--- src/sv/rtdct_pkg.sv ---
package rtdct_pkg;

  localparam int ADC_W     = 15;
  localparam int SCALE_W   = 31;
  localparam int LIMIT_W   = 7;
  localparam int TOL_W     = 16;
  localparam int TEMP_W    = 19;
  localparam int CFG_IDX_W = 2;
  localparam int RR_W      = 46;
  localparam int DIVD_W    = 56;

  typedef enum logic [CFG_IDX_W-1:0] {
    REG_SCALE = 2'd0,
    REG_LIMIT = 2'd1,
    REG_TOL   = 2'd2
  } reg_idx_t;

  localparam logic [SCALE_W-1:0] SCALE_RST = 31'd134217728;
  localparam logic [LIMIT_W-1:0] LIMIT_RST = 7'd20;
  localparam logic [TOL_W-1:0]   TOL_RST   = 16'd3;
  localparam logic [LIMIT_W-1:0] MAX_STEPS = 7'd64;

  // Callendar-Van Dusen constants in fixed point
  localparam logic signed [63:0] A_Q36      = 64'sd268576331;
  localparam logic signed [63:0] A2_Q72     = 64'sd72133203552537257;
  localparam logic signed [63:0] FOURB_Q72  = 64'sd10908666575428880;
  localparam logic signed [63:0] K_EST      = 64'sd865801;
  localparam logic signed [63:0] COEF_A_Q60 = 64'sd4505963116454940;
  localparam logic signed [63:0] COEF_B_Q60 = -64'sd665812168910;
  localparam logic signed [63:0] COEF_C_Q60 = -64'sd4822671;
  localparam logic signed [63:0] T100_Q16   = 64'sd6553600;
  localparam logic signed [63:0] T75_Q16    = 64'sd4915200;
  localparam logic signed [63:0] T_LIMIT    = 64'sd33554432;
  localparam logic signed [31:0] T_HOT      = 32'sd65536000;

  localparam logic signed [TEMP_W-1:0] OUT_HOT  = 19'sd256000;
  localparam logic signed [TEMP_W-1:0] OUT_COLD = -19'sd65536;

  // request to the shared multiply-shift unit
  typedef struct packed {
    logic               start;
    logic signed [63:0] a;
    logic signed [63:0] b;
    logic [5:0]         shift;
  } mul_req_t;

endpackage

--- src/sv/rtdct_mul.sv ---
module rtdct_mul (
  input  logic                clk,
  input  logic                rst,
  input  rtdct_pkg::mul_req_t req,
  output logic                done,
  output logic signed [63:0]  p
);
  import rtdct_pkg::*;

  logic [63:0]  ma, mb;
  logic         neg;
  logic [5:0]   sh;
  logic [127:0] acc;
  logic [2:0]   cnt;
  logic         busy;
  logic [31:0]  ah, bh;
  logic [63:0]  pp;
  logic [127:0] pp_sh, acc_sh;
  logic [62:0]  mag;

  // one 32x32 partial product per cycle, low halves first
  always_comb begin
    ah     = cnt[0] ? ma[63:32] : ma[31:0];
    bh     = cnt[1] ? mb[63:32] : mb[31:0];
    pp     = ah * bh;
    pp_sh  = {64'd0, pp} << {cnt[0] & cnt[1], cnt[0] ^ cnt[1], 5'd0};
    acc_sh = acc >> sh;
    mag    = acc_sh[62:0];
  end

  always_ff @(posedge clk) begin
    if (rst) begin
      busy <= 1'b0;
      done <= 1'b0;
    end else begin
      done <= 1'b0;
      if (req.start) begin
        ma   <= req.a[63] ? 64'(-req.a) : 64'(req.a);
        mb   <= req.b[63] ? 64'(-req.b) : 64'(req.b);
        neg  <= req.a[63] ^ req.b[63];
        sh   <= req.shift;
        acc  <= '0;
        cnt  <= '0;
        busy <= 1'b1;
      end else if (busy) begin
        if (cnt[2]) begin
          p    <= neg ? -$signed({1'b0, mag}) : $signed({1'b0, mag});
          busy <= 1'b0;
          done <= 1'b1;
        end else begin
          acc <= acc + pp_sh;
          cnt <= cnt + 3'd1;
        end
      end
    end
  end

endmodule

--- config.mk ---
export PLATFORM = sky130hd
export DESIGN_NAME = rtdct_mul
export DESIGN_NICKNAME = d
export VERILOG_FILES = /design/src/sv/rtdct_pkg.sv /design/src/sv/rtdct_mul.sv
export SDC_FILE = /design/constraint.sdc
export NUM_CORES = 2
export LEC_CHECK = 0
export BUFFER_PORTS_ARGS = -buffer_cell sky130_fd_sc_hd__buf_2
export CAP_MARGIN = 20
export CORE_MARGIN = 2
export CORE_UTILIZATION = 60
export DETAILED_ROUTE_END_ITERATION = 10
export PLACE_DENSITY = 0.77
export RECOVER_POWER = 25
export SYNTH_ARGS = -nofsm -noshare
export SYNTH_HDL_FRONTEND = slang
export SYNTH_SLANG_ARGS = --single-unit
--- constraint.sdc ---
create_clock -name clk -period 17.5 [get_ports clk]
set_clock_uncertainty 0.15 [all_clocks]
set_input_delay 1.75 -clock clk [delete_from_list [all_inputs] [get_ports clk]]
set_output_delay 1.75 -clock clk [all_outputs]
set_load 0.02 [all_outputs]
==> impl_results.md <==
* RSZ-0062 raised after global routing: no
* First-pass GRT wire length at ~360 mm
* Max Transition Viols Final at around 260
* IO Port Bufs at around 200
* Synth Register Bits at 330
* Synthesized Nets at approximately 8600
* Min-Delay Path Class: reg -> reg
* Vias at roughly 57000
* Largest net degree at the start of global routing at 147
* Total GRT Usage at a little over two fifths
* Area grow syn2layout at 5.72%
* Post-synth cell types at 97
* Post-synth top cells: nor2_1 (935), inv_1 (931), fa_1 (897)
* Fin Setup TNS at 0 ns
* Synthesis warning total at 0
* Total gr overflow at 0
* Number of max-cap violations at 5
* Synthesized area at roughly 66000 um^2
* Worst-skew pair later-pin latency at about 0.65 ns
* Iteration-0 DRC Markers at 7492
* CTS tree: yes
* CTS H-tree depth at 2
* Worst Path Required at between 15 and 20 ns
* Slew @ Worst Pin at around 3.5 ns
* Crit share post-route at between 80% and 90%
* CP dominant cell by count: fa_1
* Starting density of the core at slightly above 60%
* FFs w/ async S/R, synth at 0%
* Synth top area share at between 20% and 30%
* Crit path max fanout at 19
* Crit path capture type: flop
* Top post-synthesis cells by area: fa_1 (27%), edfxtp_1 (15%), ha_1 (7.5%), mux4_2 (7.0%), nor2_1 (5.3%)
* Worst rel slew slack at -134%
* DIE AREA at about 110000 um^2
* Chip width at between 300 and 400 um
* Vias in the first global route at ~57000
* Violated checks: capacitance limit, slew limit
* CP Launch Type: flop
* Top_reg_cell synth: edfxtp_1
* Rows at 121
* Routability cong. at 1.04
* Minimum clock period at about 15 ns
* WS Path Type: reg -> reg
* Number of remaining DRC errors at 0
* Worst hold margin at ~0.49 ns
* Syn Area/Cell at a little over 9 um^2
* Clock-pin slew on the worst setup and hold paths at 0.08 ns
* HPWL Detailed at 195 mm
* Slowest stage delay, CP at ~1.1 ns
* Share of layout cells above drive strength 1 at 10.9%
* Post-synth EDFFs at around 330
* Setup Fix Bufs, Post-CTS at 0
* Most frequent cell after synthesis: nor2_1
* Final #Nets at around 8500
* Fin. Hold Viols at 0
* CTS Buffer Depth at 3
* Vias per cell at approximately 6.7
* Initial antenna violation count at 14
* Chip height at between 300 and 400 um
* Worst EP arrival at between 15 and 20 ns
* Hold_buf cts at 0
* Status: finished, violations left
* Core Box Area at around 110000 um^2
* Seq/Total Area, Yosys at 15.0%
* Synthesized instance count at 7155
* DR pass1 iterations at 8
* Setup-failing EPs final at 0
* ANT nets after route at 0
* Root buf cell: clkbuf_16
* I/O pin total at a little over 200
* CTS sink cnt at 330
* Cts bufs inserted at ~40
* Synth area leader: fa_1
* WL/cell at about 28 um
* Routed WL at approximately 240 mm
* F_max at about 66 MHz
* Post-CTS sizing at 0
* Critical Path Slowest Stage Cell: o41ai_1
[metrics by stage]
step	setup WS, ns	utilization, %	area (um^2)	cells
5_1_grt	2.10	63.9	69500	8563
6_report	2.45	63.9	69500	8569
4_1_cts	2.90	63.9	69600	8559
2_1_floorplan	4.76	-	65800	7155
3_5_place_dp	3.02	62.6	68100	8484
3_3_place_gp	3.09	62.6	68100	8480
[routing by layer]
layer,GRT usage [%],vias to the layer above,share of wire (%)
met2,60.0,4082,41
li1,-,24000,-
met3,14.9,740,15
met5,0.738,-,0.069
met4,19.2,12,5.1
met1,61.6,28400,39
[logic make-up (layout without fill, tap and decap cells)]
group	Yosys count	in the layout	synth area share [%]
and+or+nand+nor	2239	2239	14.9
buffers and inverters	1344	1338	7.87
adders and majority gates	1289	1289	34.8
AOI/OAI and AO/OA	1083	1083	10.8
muxes	521	521	12.0
xor gates and xnor gates	349	349	4.65
DFF	330	330	15.0
other	0	6	0
[worst max-delay path, delay by kind of cell, from the launching register on]
kind                     cells  cell delay (ns)
AO/OA/AOI/OAI               12             4.52
adder cells (fa/ha/maj)     10             4.84
flip-flops                   1             0.84
AND/OR/NAND/NOR              5             1.60
buffers and inverters        9             1.61
multiplexers                 2             1.12
[state kept, by name, summed over array words and instances, names as in the netlist]
signal / count
ma: 64
sh: 6
done: 1
neg: 1
p: 64
acc: 126
cnt: 3
busy: 1
mb: 64
[area by class of cell]
class,instances,area (um^2)
Sequential cell,330,9890
Antenna cell,6,15.0
Multi-Input combinational cell,5481,51000
Inverter,936,3520
Clock inverter,29,420
Timing Repair Buffer,327,1890
Clock buffer,46,1040
Fill cell,9013,39300
Tap cell,1414,1770
[path summary, 6_finish.rpt]
kind	start	end	slack [ns]	cells after the start
max reg2reg	cnt[0]$_SDFFCE_PP0P_	acc[124]$_SDFFCE_PP0P_	2.45	38
min	busy$_SDFF_PP0_	busy$_SDFF_PP0_	0.49	2
max	cnt[0]$_SDFFCE_PP0P_	acc[124]$_SDFFCE_PP0P_	2.45	38
min reg2reg	busy$_SDFF_PP0_	busy$_SDFF_PP0_	0.49	2
[layout by cell type, fill, tap and decap left out, drive strengths merged, types with 28 or more instances in the layout]
master and count:
and2 50, a21o 131, ha 392, nor2 935
o21bai 62, o21ai 230, mux4 203, nand3 66
nor3 74, edfxtp 328, nand4 91, clkbuf 119
or2 28, fa 897, or3 48, a21oi 273
xor2 96, xnor2 253, o31ai 62, inv 938
nand2b 33, a31oi 38, mux2 132, nor2b 32
mux2i 186, nand2 779, o22ai 41, buf 254
Power is not shown: default switching activity piles up to over one toggle a cycle in this logic, so the estimate is an artifact.
