$ cat src/sv/rtdct_pkg.sv
package rtdct_pkg;

  localparam int ADC_W     = 15;
  localparam int SCALE_W   = 31;
  localparam int LIMIT_W   = 7;
  localparam int TOL_W     = 16;
  localparam int TEMP_W    = 19;
  localparam int CFG_IDX_W = 2;
  localparam int RR_W      = 46;
  localparam int DIVD_W    = 56;

  typedef enum logic [CFG_IDX_W-1:0] {
    REG_SCALE = 2'd0,
    REG_LIMIT = 2'd1,
    REG_TOL   = 2'd2
  } reg_idx_t;

  localparam logic [SCALE_W-1:0] SCALE_RST = 31'd134217728;
  localparam logic [LIMIT_W-1:0] LIMIT_RST = 7'd20;
  localparam logic [TOL_W-1:0]   TOL_RST   = 16'd3;
  localparam logic [LIMIT_W-1:0] MAX_STEPS = 7'd64;

  // Callendar-Van Dusen constants in fixed point
  localparam logic signed [63:0] A_Q36      = 64'sd268576331;
  localparam logic signed [63:0] A2_Q72     = 64'sd72133203552537257;
  localparam logic signed [63:0] FOURB_Q72  = 64'sd10908666575428880;
  localparam logic signed [63:0] K_EST      = 64'sd865801;
  localparam logic signed [63:0] COEF_A_Q60 = 64'sd4505963116454940;
  localparam logic signed [63:0] COEF_B_Q60 = -64'sd665812168910;
  localparam logic signed [63:0] COEF_C_Q60 = -64'sd4822671;
  localparam logic signed [63:0] T100_Q16   = 64'sd6553600;
  localparam logic signed [63:0] T75_Q16    = 64'sd4915200;
  localparam logic signed [63:0] T_LIMIT    = 64'sd33554432;
  localparam logic signed [31:0] T_HOT      = 32'sd65536000;

  localparam logic signed [TEMP_W-1:0] OUT_HOT  = 19'sd256000;
  localparam logic signed [TEMP_W-1:0] OUT_COLD = -19'sd65536;

  // request to the shared multiply-shift unit
  typedef struct packed {
    logic               start;
    logic signed [63:0] a;
    logic signed [63:0] b;
    logic [5:0]         shift;
  } mul_req_t;

endpackage

$ cat src/sv/rtdct_div.sv
module rtdct_div (
  input  logic                               clk,
  input  logic                               rst,
  input  logic                               start,
  input  logic [rtdct_pkg::DIVD_W-1:0]       dividend,
  input  logic [63:0]                        divisor,
  output logic                               done,
  output logic [rtdct_pkg::DIVD_W-1:0]       quot
);
  import rtdct_pkg::*;

  logic [63:0]       rem, d;
  logic [64:0]       rsh;
  logic [DIVD_W-1:0] q;
  logic [5:0]        cnt;
  logic              busy;

  assign rsh  = {rem, q[DIVD_W-1]};
  assign quot = q;

  always_ff @(posedge clk) begin
    if (rst) begin
      busy <= 1'b0;
      done <= 1'b0;
    end else begin
      done <= 1'b0;
      if (start) begin
        rem  <= '0;
        q    <= dividend;
        d    <= divisor;
        cnt  <= 6'(DIVD_W - 1);
        busy <= 1'b1;
      end else if (busy) begin
        if (rsh >= {1'b0, d}) begin
          rem <= 64'(rsh - {1'b0, d});
          q   <= {q[DIVD_W-2:0], 1'b1};
        end else begin
          rem <= rsh[63:0];
          q   <= {q[DIVD_W-2:0], 1'b0};
        end
        if (cnt == 6'd0) begin
          busy <= 1'b0;
          done <= 1'b1;
        end else begin
          cnt <= cnt - 6'd1;
        end
      end
    end
  end

endmodule

$ cat config.mk
export PLATFORM = sky130hd
export DESIGN_NAME = rtdct_div
export DESIGN_NICKNAME = d
export VERILOG_FILES = /design/src/sv/rtdct_pkg.sv /design/src/sv/rtdct_div.sv
export SDC_FILE = /design/constraint.sdc
export NUM_CORES = 1
export LEC_CHECK = 0
export BUFFER_PORTS_ARGS = -buffer_cell sky130_fd_sc_hd__clkbuf_2
export CAP_MARGIN = 25
export CORE_AREA = 2 2 146 163
export DETAILED_ROUTE_END_ITERATION = 10
export DIE_AREA = 0 0 148 165
export PLACE_DENSITY = 0.79
export SLEW_MARGIN = 20
export SYNTH_ARGS = -nofsm -noshare
export SYNTH_HDL_FRONTEND = slang
export SYNTH_SLANG_ARGS = --single-unit
$ cat constraint.sdc
create_clock -name clk -period 6 [get_ports clk]
set_input_delay 0.3 -clock clk [delete_from_list [all_inputs] [get_ports clk]]
set_output_delay 0.3 -clock clk [all_outputs]
set_load 0.005 [all_outputs]
==> results of run 1 <==
[area by class of cell]
| type | instances | area, um^2 | area share, % |
|---|---|---|---|
| flip-flops and latches | 192 | 5750 | 42.4 |
| diodes | 1 | 2.50 | 0.0185 |
| clock inverters | 13 | 140 | 1.03 |
| inverters | 88 | 330 | 2.44 |
| well taps | 300 | 375 | 2.77 |
| clock buffers | 18 | 429 | 3.17 |
| repair buffers | 186 | 961 | 7.09 |
| multi-input cells | 824 | 5570 | 41.1 |
[Yosys cell counts, types with 15 or more instances]
| cell | n |
|---|---|
| edfxtp_1 | 190 |
| a21oi_1 | 138 |
| inv_1 | 88 |
| nand2_1 | 73 |
| ha_1 | 66 |
| nand3_1 | 65 |
| mux2_2 | 56 |
| o21ai_1 | 54 |
| clkbuf_1 | 52 |
| o21ai_0 | 50 |
| nor2_1 | 48 |
| xnor2_1 | 36 |
| nor3_1 | 26 |
| xor2_1 | 23 |
| nand4_1 | 22 |
| a21o_1 | 17 |
| a211oi_1 | 15 |
[cells by family after synthesis]
kind of cell	share of synthesized area, %
AND/OR/NAND/NOR	11.7
AO/OA/AOI/OAI	17.9
buffers and inverters	5.26
adder cells (fa/ha/maj)	7.11
multiplexers	5.38
flip-flops	48.3
XOR/XNOR	4.34
[registers in the layout, summed over array words and instances, names as in the netlist]
name,flops
done,1
quot,56
rem,64
d,64
busy,1
cnt,6
[power by group through the flow]
stage | combinational [mW] | clock, mW | sequential (mW)
after floorplan | 0.810 | 0 | 1.69
after global placement | 1.08 | 0 | 1.70
after detailed placement | 1.09 | 0 | 1.70
after CTS | 1.10 | 1.13 | 1.68
after global routing | 1.23 | 1.18 | 1.69
final | 1.11 | 1.12 | 1.68
[per-layer routing]
metal  part of all wire, %  track usage, %  vias to the layer above
met4                   2.2            8.66                        0
met1                    43            32.1                     4527
li1                      -               -                     4633
met5                     0               0                        -
met2                    47            41.2                      385
met3                   7.3            6.24                       49
[critical path, stage by stage, from the launching register on]
cell,delay (ps)
edfxtp_1,400
ha_1,410
a21oi_1,330
o21ai_0,150
a21oi_1,200
nor2_1,80
nor4_1,580
a21o_1,280
a2111oi_4,130
o211ai_4,460
nand2_1,500
mux2_2,420
[per-stage QoR]
| stage | cell area, um^2 | setup slack [ps] | std cells | hold slack [ps] |
|---|---|---|---|---|
| after floorplan | 11900 | 1440 | 1175 | 378 |
| after global placement | 13000 | 2040 | 1589 | 477 |
| after detailed placement | 13000 | 1900 | 1589 | 479 |
| after CTS | 13500 | 1890 | 1620 | 16.1 |
| after global routing | 13600 | 1590 | 1621 | 16.3 |
| final | 13600 | 1810 | 1622 | 29.8 |
[how the worst min path moves through the flow]
| stage | start | endpoint | slack, ps | cells after the start |
|---|---|---|---|---|
| 2_1_floorplan | rst | busy$_SDFF_PP0_ | 380 | 1 |
| 3_3_place_gp | divisor[43] | d[43]$_DFFE_PP_ | 480 | 1 |
| 3_5_place_dp | divisor[13] | d[13]$_DFFE_PP_ | 480 | 1 |
| 4_1_cts | divisor[61] | d[61]$_DFFE_PP_ | 20 | 1 |
| 5_1_grt | divisor[61] | d[61]$_DFFE_PP_ | 20 | 1 |
| 6_report | divisor[62] | d[62]$_DFFE_PP_ | 30 | 1 |
==> impl_metrics.yaml, run 1 <==
final_layout:
  fin_nets: 1499
  mostFrequentLayoutCell: "edfxtp_1"
  post-route-util_pct: 59.9
  area_delta_synth_final_pct: 13.9
  final_cell_mix: "edfxtp_1 (190), clkbuf_2 (179), a21oi_1 (138)"
  fillCellCount: 1916
  drive_gt1_share_pct: 21.3
sta:
  worstMarginPinSlew_ps: 912
  finalCritPeriodShare_pct: 69.9
  rsz0062_at_grt: "no"
  fin_tns_setup_ps: 0
  fmax_ghz: 0.239
  fin_worst_skew_ps: 14.2
  setup-violations-final: 0
  hold_violations: 0
  timing.final.max_slew_violations: 0
  slew_headroom_pct: 39.2
  period_needed_ps: 4190
routing:
  vias_per_cell: 5.91
  ant_nets: 0
  wire_per_inst_um: 18.4
  vias: 9594
  firstDrtPassIters: 5
  wirelength_mm: 29.8
  drc: 0
  drt-initial-drc-count: 760
setup_path:
  cp-end-kind: "register"
  worst_setup_path_start_kind: "register"
  startpoint: "rem[17]$_SDFFCE_PP0P_"
  critPathMaxFanout: 15
  path_class: "register to register"
  rr_endpoint: "quot[0]$_DFFE_PP_"
  cp.required_ps: 6190
  cp-endpoint: "quot[0]$_DFFE_PP_"
  ff2ff_path_depth: 11
  reg2reg_from: "rem[17]$_SDFFCE_PP0P_"
  reg2reg_slack_ps: 1810
  critical_path_arrival_ps: 4380
clock_network:
  numCtsBuffers: 17
  cts_tree: "done"
  cts_max_level: 4
  ctsLongestPathBuffers: 2
  hold_buffers: 0
  cts_resized: 0
  root_buffer: "clkbuf_16"
  postCtsSetupBuffers: 0
  clk_latency_ps: 440
  cts.sinks: 192
  clk_pin_slew_worst_paths_ps: 80
place:
  place.detailed.hpwl_mm: 21.3
  portBuffers: 179
  place_congestion: 0.919
power_and_ir_drop:
  p_seq_share_pct: 42.9
  power_mw: 3.90
  p_int_mw: 2.62
  combPwrFrac_pct: 28.4
  power.density_nw_per_um2: 288
  p_sw_share_pct: 32.9
  irDropWorstVdd_mv: 0.176
  p_clk_share_pct: 28.7
  power.switching_mw: 1.28
  p_leak_nw: 5.47
synth:
  avgSynthCellArea_um2: 10.1
  synth_edf_count: 190
  synth_top_area_cell: "edfxtp_1"
  syn_area_um2: 11900
  ys_types: 60
  ys_warn_count: 0
  synth_top_area_share_pct: 47.9
  synth_fp_nets: 1365
  ys_seq_elements: 192
  synth_ff_type: "edfxtp_1"
  syn_inst: 1175
  ys_seq_area_share_pct: 48.3
  synth-async-reset-ratio_pct: 0
  synth.area.top_cells: "edfxtp_1 (48%), ha_1 (6.9%), a21oi_1 (5.8%)"
floorplanning:
  core_area_um2: 22600
  io_pins: 180
  initial_core_util_pct: 52.6
  rows: 58
  die_h_um: 165
  die_x_um: 148
  dieArea_um2: 24400
run:
  maxCapViolations: 0
grt:
  grt_pass1_vias: 9467
  grt_max_degree: 98
  track_usage_pct: 24.9
  grt_pass1_wl_mm: 48.5
  antenna_found_initial: 1
  grt_overflow_total: 0
outcome:
  status: "complete, no violations"
worst_hold_path:
  min_path_type: "input port to register"
Note: power is estimated with default switching activity, not from simulation.
==> run 2: changes to the inputs <==
- clock period: 6 -> 3.57 ns (I/O delays scaled with it)
==> impl_metrics.yaml, run 2 (synthesis gave the netlist of run 1 again) <==
sta:
  worstMarginPinSlew_ps: 621
  hold_ws_ps: 24.0
  hold_violations: 0
  fin_worst_skew_ps: 15.5
  slew_headroom_pct: 58.6
  timing.final.max_slew_violations: 0
  fmax_ghz: 0.294
  setup-violations-final: 0
  finalCritPeriodShare_pct: 95.2
  fin_tns_setup_ps: 0
  period_needed_ps: 3400
power_and_ir_drop:
  p_leak_nw: 5.98
  irDropWorstVdd_mv: 0.355
  power.density_nw_per_um2: 471
final_layout:
  final_cell_mix: "edfxtp_1 (190), clkbuf_2 (178), a21oi_1 (134)"
  fin_area_um2: 14700
  drive_gt1_share_pct: 23.5
  post-route-util_pct: 64.9
  area_delta_synth_final_pct: 23.4
  fin_nets: 1604
  mostFrequentLayoutCell: "edfxtp_1"
  antenna_cells: 0
floorplanning:
  io_pins: 180
  rows: 58
  core_area_um2: 22600
  die_h_um: 165
  die_x_um: 148
  dieArea_um2: 24400
  initial_core_util_pct: 52.6
clock_network:
  cts_max_level: 4
  numCtsBuffers: 17
  cts_tree: "done"
  ctsLongestPathBuffers: 2
  root_buffer: "clkbuf_16"
  clk_latency_ps: 450
  cts.sinks: 192
  clk_pin_slew_worst_paths_ps: 90
setup_path:
  critPathMaxFanout: 37
  critical_path_arrival_ps: 3690
  crit_family: "compound AO/OA/AOI/OAI gates"
  crit_slowest_cell: "a2111oi_4"
  cp-end-kind: "register"
  worst_setup_path_start_kind: "register"
  path_class: "register to register"
  cp.required_ps: 3860
  crit_buf_inv: 1
  critPathMaxStageDelay_ps: 440
  path_cells: "ha_1 -> nand4_2 -> or3_1 -> nor4_2 -> o21ai_2 -> a21o_1 -> a2111oi_4 -> o211ai_4 -> buf_12 -> a211o_1 -> a21oi_1"
  reg2reg_slack_ps: 170
grt:
  grt_pass1_vias: 9945
  grt_pass1_wl_mm: 49.6
  antenna_found_initial: 0
  track_usage_pct: 25.5
  grt_overflow_total: 0
  grt_max_degree: 92
routing:
  drt-initial-drc-count: 991
  wirelength_mm: 30.8
  vias_per_cell: 5.82
  dr_wl_met3_mm: 1.99
  wire_per_inst_um: 17.9
  wl_met1_mm: 13.2
  met2WireLength_mm: 15.2
  firstDrtPassIters: 5
  vias: 10000
  ant_nets: 0
  top_layer_used: "met4"
  drc: 0
run:
  maxCapViolations: 0
worst_hold_path:
  min_path_type: "input port to register"
place:
  place_congestion: 0.968
  portBuffers: 179
  placed_cell_area_um2: 13300
  place.detailed.hpwl_mm: 22.4
outcome:
  status: "complete, no violations"
[run 2: area by class of cell]
cell class	instances	area (um^2)
clock buffer	17	425
multi-input combinational	824	5630
sequential	192	5750
clock inverter	15	228
tap	300	375
inverter	88	330
timing repair buffer	291	1960
fill	1843	7950
[run 2: path summary, 6_finish.rpt]
| check | end | cells past startpoint | from |
|---|---|---|---|
| max | rem[21]$_SDFFCE_PP0P_ | 11 | rem[31]$_SDFFCE_PP0P_ |
| min | quot[15]$_DFFE_PP_ | 2 | dividend[15] |
| max reg2reg | rem[21]$_SDFFCE_PP0P_ | 11 | rem[31]$_SDFFCE_PP0P_ |
| min reg2reg | done$_SDFF_PP0_ | 1 | busy$_SDFF_PP0_ |
[run 2: per-stage QoR]
step                worst slack (ps)  total power, mW  cells
CTS                             30.7             6.90   1726
finish                           173             6.92   1727
floorplan                        337             4.20   1175
global placement                 163             4.75   1630
global route                   -16.2             7.24   1727
detailed placement              61.5             4.78   1630
[run 2: repair_timing]
item / CTS / global route
hold buffers: 64 / 0
gates resized for setup: 0 / 14
buffers inserted: 0 / 1
hold endpoints to repair: 64 / 0
setup endpoints to repair: 0 / 44
[run 2: power by group]
group	total, mW	leakage, nW	internal (mW)	switching (mW)
Combinational	2.04	3.84	0.878	1.16
Sequential	2.82	1.83	2.72	0.0947
Clock	2.07	0.313	1.04	1.03
[run 2: layer usage]
| layer | vias to the layer above | global-route usage [%] |
|---|---|---|
| met4 | 0 | 6.62 |
| li1 | 4845 | - |
| met1 | 4764 | 32.4 |
| met5 | - | 0 |
| met3 | 34 | 4.89 |
| met2 | 404 | 44.9 |
