[config.mk]
export PLATFORM = sky130hd
export DESIGN_NAME = rtdct_sqrt
export DESIGN_NICKNAME = d
export VERILOG_FILES = /design/src/sv/rtdct_pkg.sv /design/src/sv/rtdct_sqrt.sv
export SDC_FILE = /design/constraint.sdc
export NUM_CORES = 1
export LEC_CHECK = 0
export ABC_AREA = 1
export BUFFER_PORTS_ARGS = -buffer_cell sky130_fd_sc_hd__buf_2
export CAP_MARGIN = 20
export CORE_ASPECT_RATIO = 2
export CORE_UTILIZATION = 60
export CTS_BUF_LIST = sky130_fd_sc_hd__clkbuf_16
export CTS_CLUSTER_DIAMETER = 40
export DETAILED_ROUTE_END_ITERATION = 6
export PLACE_DENSITY = 0.78
export SLEW_MARGIN = 20
export SYNTH_ARGS = -nofsm -noshare
export SYNTH_HDL_FRONTEND = slang
export SYNTH_SLANG_ARGS = --single-unit
[constraint.sdc]
create_clock -name clk -period 10.6 [get_ports clk]
set_input_delay 0.53 -clock clk [delete_from_list [all_inputs] [get_ports clk]]
set_output_delay 0.53 -clock clk [all_outputs]
set_load 0.02 [all_outputs]
[src/sv/rtdct_pkg.sv]
package rtdct_pkg;

  localparam int ADC_W     = 15;
  localparam int SCALE_W   = 31;
  localparam int LIMIT_W   = 7;
  localparam int TOL_W     = 16;
  localparam int TEMP_W    = 19;
  localparam int CFG_IDX_W = 2;
  localparam int RR_W      = 46;
  localparam int DIVD_W    = 56;

  typedef enum logic [CFG_IDX_W-1:0] {
    REG_SCALE = 2'd0,
    REG_LIMIT = 2'd1,
    REG_TOL   = 2'd2
  } reg_idx_t;

  localparam logic [SCALE_W-1:0] SCALE_RST = 31'd134217728;
  localparam logic [LIMIT_W-1:0] LIMIT_RST = 7'd20;
  localparam logic [TOL_W-1:0]   TOL_RST   = 16'd3;
  localparam logic [LIMIT_W-1:0] MAX_STEPS = 7'd64;

  // Callendar-Van Dusen constants in fixed point
  localparam logic signed [63:0] A_Q36      = 64'sd268576331;
  localparam logic signed [63:0] A2_Q72     = 64'sd72133203552537257;
  localparam logic signed [63:0] FOURB_Q72  = 64'sd10908666575428880;
  localparam logic signed [63:0] K_EST      = 64'sd865801;
  localparam logic signed [63:0] COEF_A_Q60 = 64'sd4505963116454940;
  localparam logic signed [63:0] COEF_B_Q60 = -64'sd665812168910;
  localparam logic signed [63:0] COEF_C_Q60 = -64'sd4822671;
  localparam logic signed [63:0] T100_Q16   = 64'sd6553600;
  localparam logic signed [63:0] T75_Q16    = 64'sd4915200;
  localparam logic signed [63:0] T_LIMIT    = 64'sd33554432;
  localparam logic signed [31:0] T_HOT      = 32'sd65536000;

  localparam logic signed [TEMP_W-1:0] OUT_HOT  = 19'sd256000;
  localparam logic signed [TEMP_W-1:0] OUT_COLD = -19'sd65536;

  // request to the shared multiply-shift unit
  typedef struct packed {
    logic               start;
    logic signed [63:0] a;
    logic signed [63:0] b;
    logic [5:0]         shift;
  } mul_req_t;

endpackage

[src/sv/rtdct_sqrt.sv]
module rtdct_sqrt (
  input  logic        clk,
  input  logic        rst,
  input  logic        start,
  input  logic [62:0] v,
  output logic        done,
  output logic [31:0] root
);
  import rtdct_pkg::*;

  logic [62:0] rem, res, b, trial;
  logic [4:0]  k;
  logic        busy;
  logic        ge;

  always_comb begin
    b     = 63'd1 << {k, 1'b0};
    trial = res + b;
    ge    = rem >= trial;
  end

  assign root = res[31:0];

  always_ff @(posedge clk) begin
    if (rst) begin
      busy <= 1'b0;
      done <= 1'b0;
    end else begin
      done <= 1'b0;
      if (start) begin
        rem  <= v;
        res  <= '0;
        k    <= 5'd31;
        busy <= 1'b1;
      end else if (busy) begin
        if (ge) begin
          rem <= rem - trial;
          res <= (res >> 1) + b;
        end else begin
          res <= res >> 1;
        end
        if (k == 5'd0) begin
          busy <= 1'b0;
          done <= 1'b1;
        end else begin
          k <= k - 5'd1;
        end
      end
    end
  end

endmodule

==> results of run 1 <==
[per-stage QoR]
stage	util	cell area [µm²]	hold slack (ns)	instances	worst slack, ns
after floorplan	-	18700	0.420	3116	3.11
after global placement	0.625	19200	0.487	3521	3.00
after detailed placement	0.625	19200	0.505	3521	2.84
after CTS	0.644	19800	0.264	3553	2.82
[routing by layer]
| layer | overflow | GRT usage |
|---|---|---|
| met1 | 0 | 0.534 |
| met2 | 11 | 0.887 |
| met3 | 0 | 0.243 |
| met4 | 20 | 0.648 |
| met5 | 0 | 0 |
[logic make-up after synthesis]
logic type      Yosys count  share of synthesized area
fa+ha+maj               127                     0.0855
compound gates          514                      0.153
flops                   133                      0.213
simple gates           1750                      0.401
buf+inv                 526                      0.117
xor+xnor                 66                     0.0310
==> out/results.tsv, run 1 <==
stage	metric	value	unit
place	place_hpwl	66.3	mm
synth	synthFlopType	edfxtp_1	
clock_tree	post_cts_resized	0	
clock_tree	clockBufferDepth	2	
status	failed_stage	5_1_grt	
grt	grt_pass1_vias	23510	
synth	synth_nets	3309	
clock_tree	cts_setup_buffers	0	
die	dieHeight	251	µm
grt	grt-ovfl-total	31	
grt	track_usage	0.573	
clock_tree	cts.sinks	133	
synth	synth.most_common_cell	nand2_1	
clock_tree	holdBufCountCts	0	
synth	synth_top_area_frac	0.211	
grt	grt_pass1_wl	137	mm
synth	yosysSeqAreaShare	0.213	
place	gp_congestion	1.18	
synth	syn_area_per_cell	5.99	µm²
grt	grt_max_degree	66	
status	status	did not finish	
die	start_util	0.607	
synth	synth_common_cells	nand2_1, nor2_1, inv_1, nand3_1, o21ai_0	
die	ios	99	
place	port-buffer-count	98	
status	firstError	[ERROR GRT-0116] Global routing finished with congestion. Check the congestion regions in the DRC Viewer.	
synth	synth_area_leaders	edfxtp_1, nand2_1, nor2_1	
die	core.rowCount	91	
clock_tree	cts_htree_levels	4	
clock_tree	cts_buffers	17	
clock_tree	root_buffer	clkbuf_16	
synth	synth_cells	3116	
synth	synth.distinct_cells	56	
synth	synthArstFlopShare	0	
synth	ys_seq_elements	133	
synth	yosys_warnings	0	
die	fp.dieW	127	µm
synth	synth_edf_count	131	
synth	synth_largest_area_cell	edfxtp_1	
synth	syn-cell-area	18700	µm²
==> run 2, diff against run 1 <==
Settings changed: CORE_ASPECT_RATIO 2 to default, CORE_UTILIZATION 60 to 40, CTS_BUF_LIST sky130_fd_sc_hd__clkbuf_16 to default, CTS_CLUSTER_DIAMETER 40 to default, PLACE_DENSITY 0.78 to default, PLACE_DENSITY_LB_ADDON from default to 0.15.
==> run 2 against run 1 <==
The flow now finishes without violations. Synthesized cell count stayed put. Synthesized area stayed put.
==> out/results.tsv, run 2 <==
stage	metric	value	unit
grt	track_usage	0.349	
synth	synth_top_area_frac	0.211	
drt	via_per_inst	5.57	
drt	vias	21072	
clock_tree	cts_tree	yes	
synth	yosysSeqAreaShare	0.213	
clock_tree	path_clk_slew	0.07	ns
synth	synth_edf_count	131	
synth	synth_area_leaders	edfxtp_1, nand2_1, nor2_1	
drt	drt_pass1_iterations	6	
drt	drtIter0Drc	1954	
critical_path	cp_slowest_cell	nor4_1	
critical_path	critical_path_class	reg -> reg	
critical_path	arrival	7.47	ns
synth	syn-cell-area	18700	µm²
place	port-buffer-count	98	
critical_path	cp-end-kind	flop	
clock_tree	post_cts_resized	0	
final_layout	instances_no_fill	3782	
clock_tree	clockBufferDepth	2	
synth	ys_seq_elements	133	
run	drv_cap	0	
final_layout	synthToLayoutAreaGrowth	7.86	%
synth	syn_area_per_cell	5.99	µm²
die	die_area	47500	µm²
sta	slew-limit-headroom	0.336	
die	dieHeight	218	µm
drt	drt_wl_total	82.2	mm
synth	synth.most_common_cell	nand2_1	
grt	grt_pass1_wl	122	mm
drt	wire_per_inst	21.7	µm
synth	synth_nets	3309	
synth	synth_largest_area_cell	edfxtp_1	
min_path	hp-class	in -> reg	
grt	grt_pass1_vias	20359	
synth	synth_cells	3116	
clock_tree	cts.sinks	133	
place	gp_congestion	1.16	
sta	skew	0.0152	ns
sta	fmax	136	MHz
sta	fin_crit	7.35	ns
final_layout	final_common_cell	nand2_1	
final_layout	drive_gt1_frac	0.0830	
power_and_ir_drop	p_leak	8.69	nW
sta	fin_setup_tns	0	ns
grt	grt-ovfl-total	0	
final_layout	num_antenna_cells	0	
place	dpl.cell_count	3750	
die	coreArea	45700	µm²
clock_tree	holdBufCountCts	0	
die	core.rowCount	78	
power_and_ir_drop	vdd_drop_max	73.2	µV
synth	synthFlopType	edfxtp_1	
critical_path	path_max_fanout	63	
critical_path	cp_data_required_time	10.72	ns
clock_tree	root_buffer	clkbuf_16	
sta	setup_viol	0	
die	fp.dieW	218	µm
critical_path	timing.critical_path.mode_cell	nand2_1	
synth	yosys_warnings	0	
die	start_util	0.409	
synth	synth.distinct_cells	56	
power_and_ir_drop	pwr_density_cell	111	nW/µm²
clock_tree	cts_htree_levels	4	
clock_tree	cts_setup_buffers	0	
sta	slew_viol_final	0	
clock_tree	cts_buffers	17	
final_layout	most-common-layout-cells	nand2_1, nor2_1, inv_1, nand3_1, o21ai_0	
final_layout	fin_nets	3362	
clock_tree	clk_latency	0.50	ns
die	ios	99	
grt	grt_max_degree	66	
sta	worstMarginPinSlew	0.996	ns
grt	antenna_found_initial	0	
sta	rsz0062_at_grt	false	
synth	synthArstFlopShare	0	
critical_path	critPathMaxStageDelay	0.74	ns
sta	period_share	0.694	
critical_path	start_kind	flop	
place	place_hpwl	69.0	mm
drt	final_antenna_net_count	0	
drt	drc	0	
synth	synth_common_cells	nand2_1, nor2_1, inv_1, nand3_1, o21ai_0	
sta	finalHoldViolCount	0	
final_layout	reg_top3	rem: 63 flops, res: 63 flops, k: 5 flops	
status	status	finished clean	
## run 2: cell counts after synthesis
Identical to the previous run, type by type.
## run 2: path summary, 6_finish.rpt
| check | cells after the start | slack, ns | from | to |
|---|---|---|---|---|
| max | 26 | 3.25 | k[0]$_SDFFCE_PP1P_ | rem[60]$_DFFE_PP_ |
| min | 2 | 0.24 | rst | done$_SDFF_PP0_ |
| max reg2reg | 26 | 3.25 | k[0]$_SDFFCE_PP1P_ | rem[60]$_DFFE_PP_ |
| min reg2reg | 2 | 0.52 | busy$_SDFF_PP0_ | done$_SDFF_PP0_ |
## run 2: critical path, delay by kind of cell (launching register included)
family	cells	cell delay (ns)
fa+ha+maj	3	0.97
xor+xnor	1	0.15
buf+inv	5	1.48
compound gates	3	0.70
simple gates	14	3.04
flops	1	0.46
## run 2: where the power goes
| part | internal (W) | switching (W) |
|---|---|---|
| registers | 0.000647 | 0.0000662 |
| clock network | 0.000357 | 0.000304 |
| logic | 0.000263 | 0.000600 |
| total | 0.00127 | 0.000970 |
## run 2: per-stage QoR
step / cell area (µm²) / power (W) / utilization / setup slack [ns] / hold slack (ns)
finish: 20100 / 0.00224 / 0.441 / 3.25 / 0.241
floorplan: 18700 / 0.00129 / - / 3.11 / 0.420
global route: 20100 / 0.00235 / 0.441 / 2.73 / 0.255
detailed placement: 19500 / 0.00156 / 0.427 / 3.36 / 0.515
CTS: 20100 / 0.00223 / 0.441 / 3.36 / 0.212
global placement: 19500 / 0.00156 / 0.427 / 3.50 / 0.488
## run 2: logic make-up (layout without fill, tap and decap cells)
| group | after synthesis | in the layout | share of synthesized area |
|---|---|---|---|
| adder cells (fa/ha/maj) | 127 | 127 | 0.0855 |
| buffers and inverters | 526 | 592 | 0.117 |
| AND/OR/NAND/NOR | 1750 | 1750 | 0.401 |
| XOR/XNOR | 66 | 66 | 0.0310 |
| flip-flops | 133 | 133 | 0.213 |
| AO/OA/AOI/OAI | 514 | 514 | 0.153 |
## run 2: cell type report
type / instances / area [µm²]
flip-flops and latches: 133 / 3970
clock buffers: 17 / 425
repair buffers: 106 / 551
fillers: 4995 / 25500
inverters: 454 / 1710
well taps: 600 / 751
clock inverters: 15 / 189
multi-input cells: 2457 / 12500
## run 2: layer usage
| metal | global-route usage | part of all wire | up-vias |
|---|---|---|---|
| li1 | - | - | 10303 |
| met1 | 0.420 | 0.41 | 9696 |
| met2 | 0.596 | 0.48 | 881 |
| met3 | 0.0414 | 0.057 | 192 |
| met4 | 0.202 | 0.060 | 0 |
| met5 | 0 | 0 | - |
Note: power is estimated with default switching activity, not from simulation.
==> run 3, diff against run 2 <==
Clock period 10.6 ns to 7.2 ns, I/O delays scaled along.
==> run 3 against run 2 <==
Register-to-register slack worse by 2.4 ns. Power increased by 46%. Sequential share of layout area down 0.060 points. Clock power rose by 42%. Final area rose by 0.30%. Highest routed layer unchanged.
==> out/results.tsv, run 3 (synthesized netlist as in run 2, its figures left out) <==
stage	metric	value	unit
status	status	finished clean	
grt	antenna_found_initial	0	
critical_path	critical_path_class	reg -> reg	
power_and_ir_drop	p_switching	0.00142	W
clock_tree	clk_latency	0.50	ns
sta	slew_viol_final	0	
final_layout	reg_top3	rem: 63 flops, res: 63 flops, k: 5 flops	
power_and_ir_drop	vdd_drop_max	109	µV
clock_tree	holdBufCountCts	0	
die	start_util	0.409	
drt	drt_pass1_iterations	5	
die	coreArea	45700	µm²
die	fp.dieW	218	µm
critical_path	cp_data_required_time	7.40	ns
sta	whs	0.0689	ns
final_layout	final_common_cell	nand2_1	
clock_tree	clockBufferDepth	2	
critical_path	path_max_fanout	30	
place	gp_congestion	1.04	
sta	slew-limit-headroom	0.305	
die	dieHeight	218	µm
clock_tree	cts_buffers	17	
final_layout	most-common-layout-cells	nand2_1, nor2_1, inv_1, nand3_1, o21ai_0	
final_layout	instances_no_fill	3788	
power_and_ir_drop	clkPwrFrac	0.286	
grt	grt_pass1_vias	20406	
drt	drc	0	
drt	via_per_inst	5.60	
die	core.rowCount	78	
sta	setup_viol	0	
final_layout	finalInstanceArea	20200	µm²
clock_tree	cts.sinks	133	
final_layout	num_antenna_cells	0	
critical_path	arrival	6.58	ns
power_and_ir_drop	pwr_density_cell	162	nW/µm²
critical_path	timing.rr.end	rem[25]$_DFFE_PP_	
critical_path	regToRegStartpoint	k[1]$_SDFFCE_PP1P_	
critical_path	reg2reg_depth	26	
sta	worstMarginPinSlew	1.03	ns
power_and_ir_drop	intPower	0.00186	W
final_layout	synthToLayoutAreaGrowth	8.19	%
min_path	hp-class	in -> reg	
sta	fmax	157	MHz
min_path	whs_endpoint	done$_SDFF_PP0_	
power_and_ir_drop	combPwrFrac	0.394	
min_path	holdCritStartpoint	rst	
place	dpl.cell_count	3756	
critical_path	cp-end-kind	flop	
sta	skew	0.0149	ns
final_layout	fin_nets	3368	
sta	setup_ws	0.818	ns
grt	track_usage	0.351	
sta	finalHoldViolCount	0	
clock_tree	cts_setup_buffers	0	
power_and_ir_drop	seqPwrFrac	0.320	
power_and_ir_drop	p_leak	8.71	nW
drt	wire_per_inst	22.0	µm
final_layout	fillCellCount	4973	
run	drv_cap	0	
die	ios	99	
critical_path	ff2ff_setup_slack	0.82	ns
grt	grt_pass1_wl	122	mm
sta	fin_crit	6.38	ns
power_and_ir_drop	switching_share	0.432	
drt	drt_wl_total	83.3	mm
critical_path	start_kind	flop	
sta	rsz0062_at_grt	false	
clock_tree	cts_tree	yes	
grt	grt-ovfl-total	0	
clock_tree	cts_htree_levels	4	
drt	final_antenna_net_count	0	
place	place_area	19600	µm²
final_layout	drive_gt1_frac	0.0841	
place	dp_slack	0.876	ns
drt	drtIter0Drc	2058	
min_path	hold_depth	2	
clock_tree	root_buffer	clkbuf_16	
clock_tree	path_clk_slew	0.07	ns
grt	grt_max_degree	60	
sta	period_share	0.886	
place	place_hpwl	69.9	mm
die	die_area	47500	µm²
sta	fin_setup_tns	0	ns
clock_tree	post_cts_resized	0	
place	port-buffer-count	98	
drt	vias	21194	
-- run 3: cell types whose count changed in the layout (fill, tap and decap cells not counted) --
cell and change:
inv_8 -2, inv_6 -2, clkinvlp_4 +3, clkinv_1 +1, clkinv_8 -1, buf_4 +2
clkinv_2 +2, clkinv_4 -2, clkbuf_1 +1, buf_12 +4
-- run 3: cell type report --
cell class | instances | area (µm²) | share of cell area
tap | 600 | 751 | 0.0372
timing repair buffer | 112 | 646 | 0.0320
sequential | 133 | 3970 | 0.197
clock buffer | 18 | 429 | 0.0213
clock inverter | 14 | 151 | 0.00750
multi-input combinational | 2457 | 12500 | 0.621
inverter | 454 | 1710 | 0.0848
-- run 3: power groups by stage --
| stage | clock network, W | logic, W | registers (W) |
|---|---|---|---|
| final | 0.000937 | 0.00129 | 0.00105 |
| after global routing | 0.000967 | 0.00142 | 0.00105 |
| after CTS | 0.000949 | 0.00127 | 0.00104 |
| after detailed placement | 0 | 0.00126 | 0.00106 |
| after global placement | 0 | 0.00126 | 0.00106 |
| after floorplan | 0 | 0.000888 | 0.00102 |
-- run 3: through the flow --
stage                      util  power [W]
after floorplan               -    0.00190
after global placement    0.429    0.00232
after detailed placement  0.429    0.00232
after CTS                 0.442    0.00326
after global routing      0.442    0.00344
final                     0.442    0.00328
-- run 3: worst max-delay path by stage --
| stage | from | endpoint | cells past startpoint |
|---|---|---|---|
| after floorplan | k[3]$_SDFFCE_PP1P_ | rem[0]$_DFFE_PP_ | 26 |
| after global placement | k[1]$_SDFFCE_PP1P_ | rem[12]$_DFFE_PP_ | 26 |
| after detailed placement | k[1]$_SDFFCE_PP1P_ | rem[11]$_DFFE_PP_ | 26 |
| after CTS | k[1]$_SDFFCE_PP1P_ | rem[5]$_DFFE_PP_ | 26 |
| after global routing | k[1]$_SDFFCE_PP1P_ | rem[25]$_DFFE_PP_ | 26 |
| final | k[1]$_SDFFCE_PP1P_ | rem[25]$_DFFE_PP_ | 26 |
-- run 3: layer usage --
layer / global-route usage / routed length, µm
met4: 0.201 / 4970
met2: 0.593 / 39100
met1: 0.433 / 34300
met5: 0 / 0
met3: 0.0377 / 4920
-- run 3: worst max-delay path, cell delays in order (launching register included) --
cell	delay [ns]
edfxtp_1	0.44
inv_1	0.15
ha_1	0.27
inv_2	0.09
nor4_1	0.54
ha_1	0.41
nand2_1	0.15
o21ai_0	0.17
a21oi_1	0.19
nand2_2	0.12
nand2_1	0.09
nand2_2	0.12
nand2_1	0.10
nand2_2	0.12
nand2_1	0.10
nand2_1	0.06
xnor2_1	0.18
ha_1	0.45
nand4_2	0.22
nor2_2	0.26
nand2_1	0.14
nor4_2	0.44
nand4_1	0.25
nand3_4	0.22
nor2_4	0.06
nor2_4	0.41
buf_12	0.27
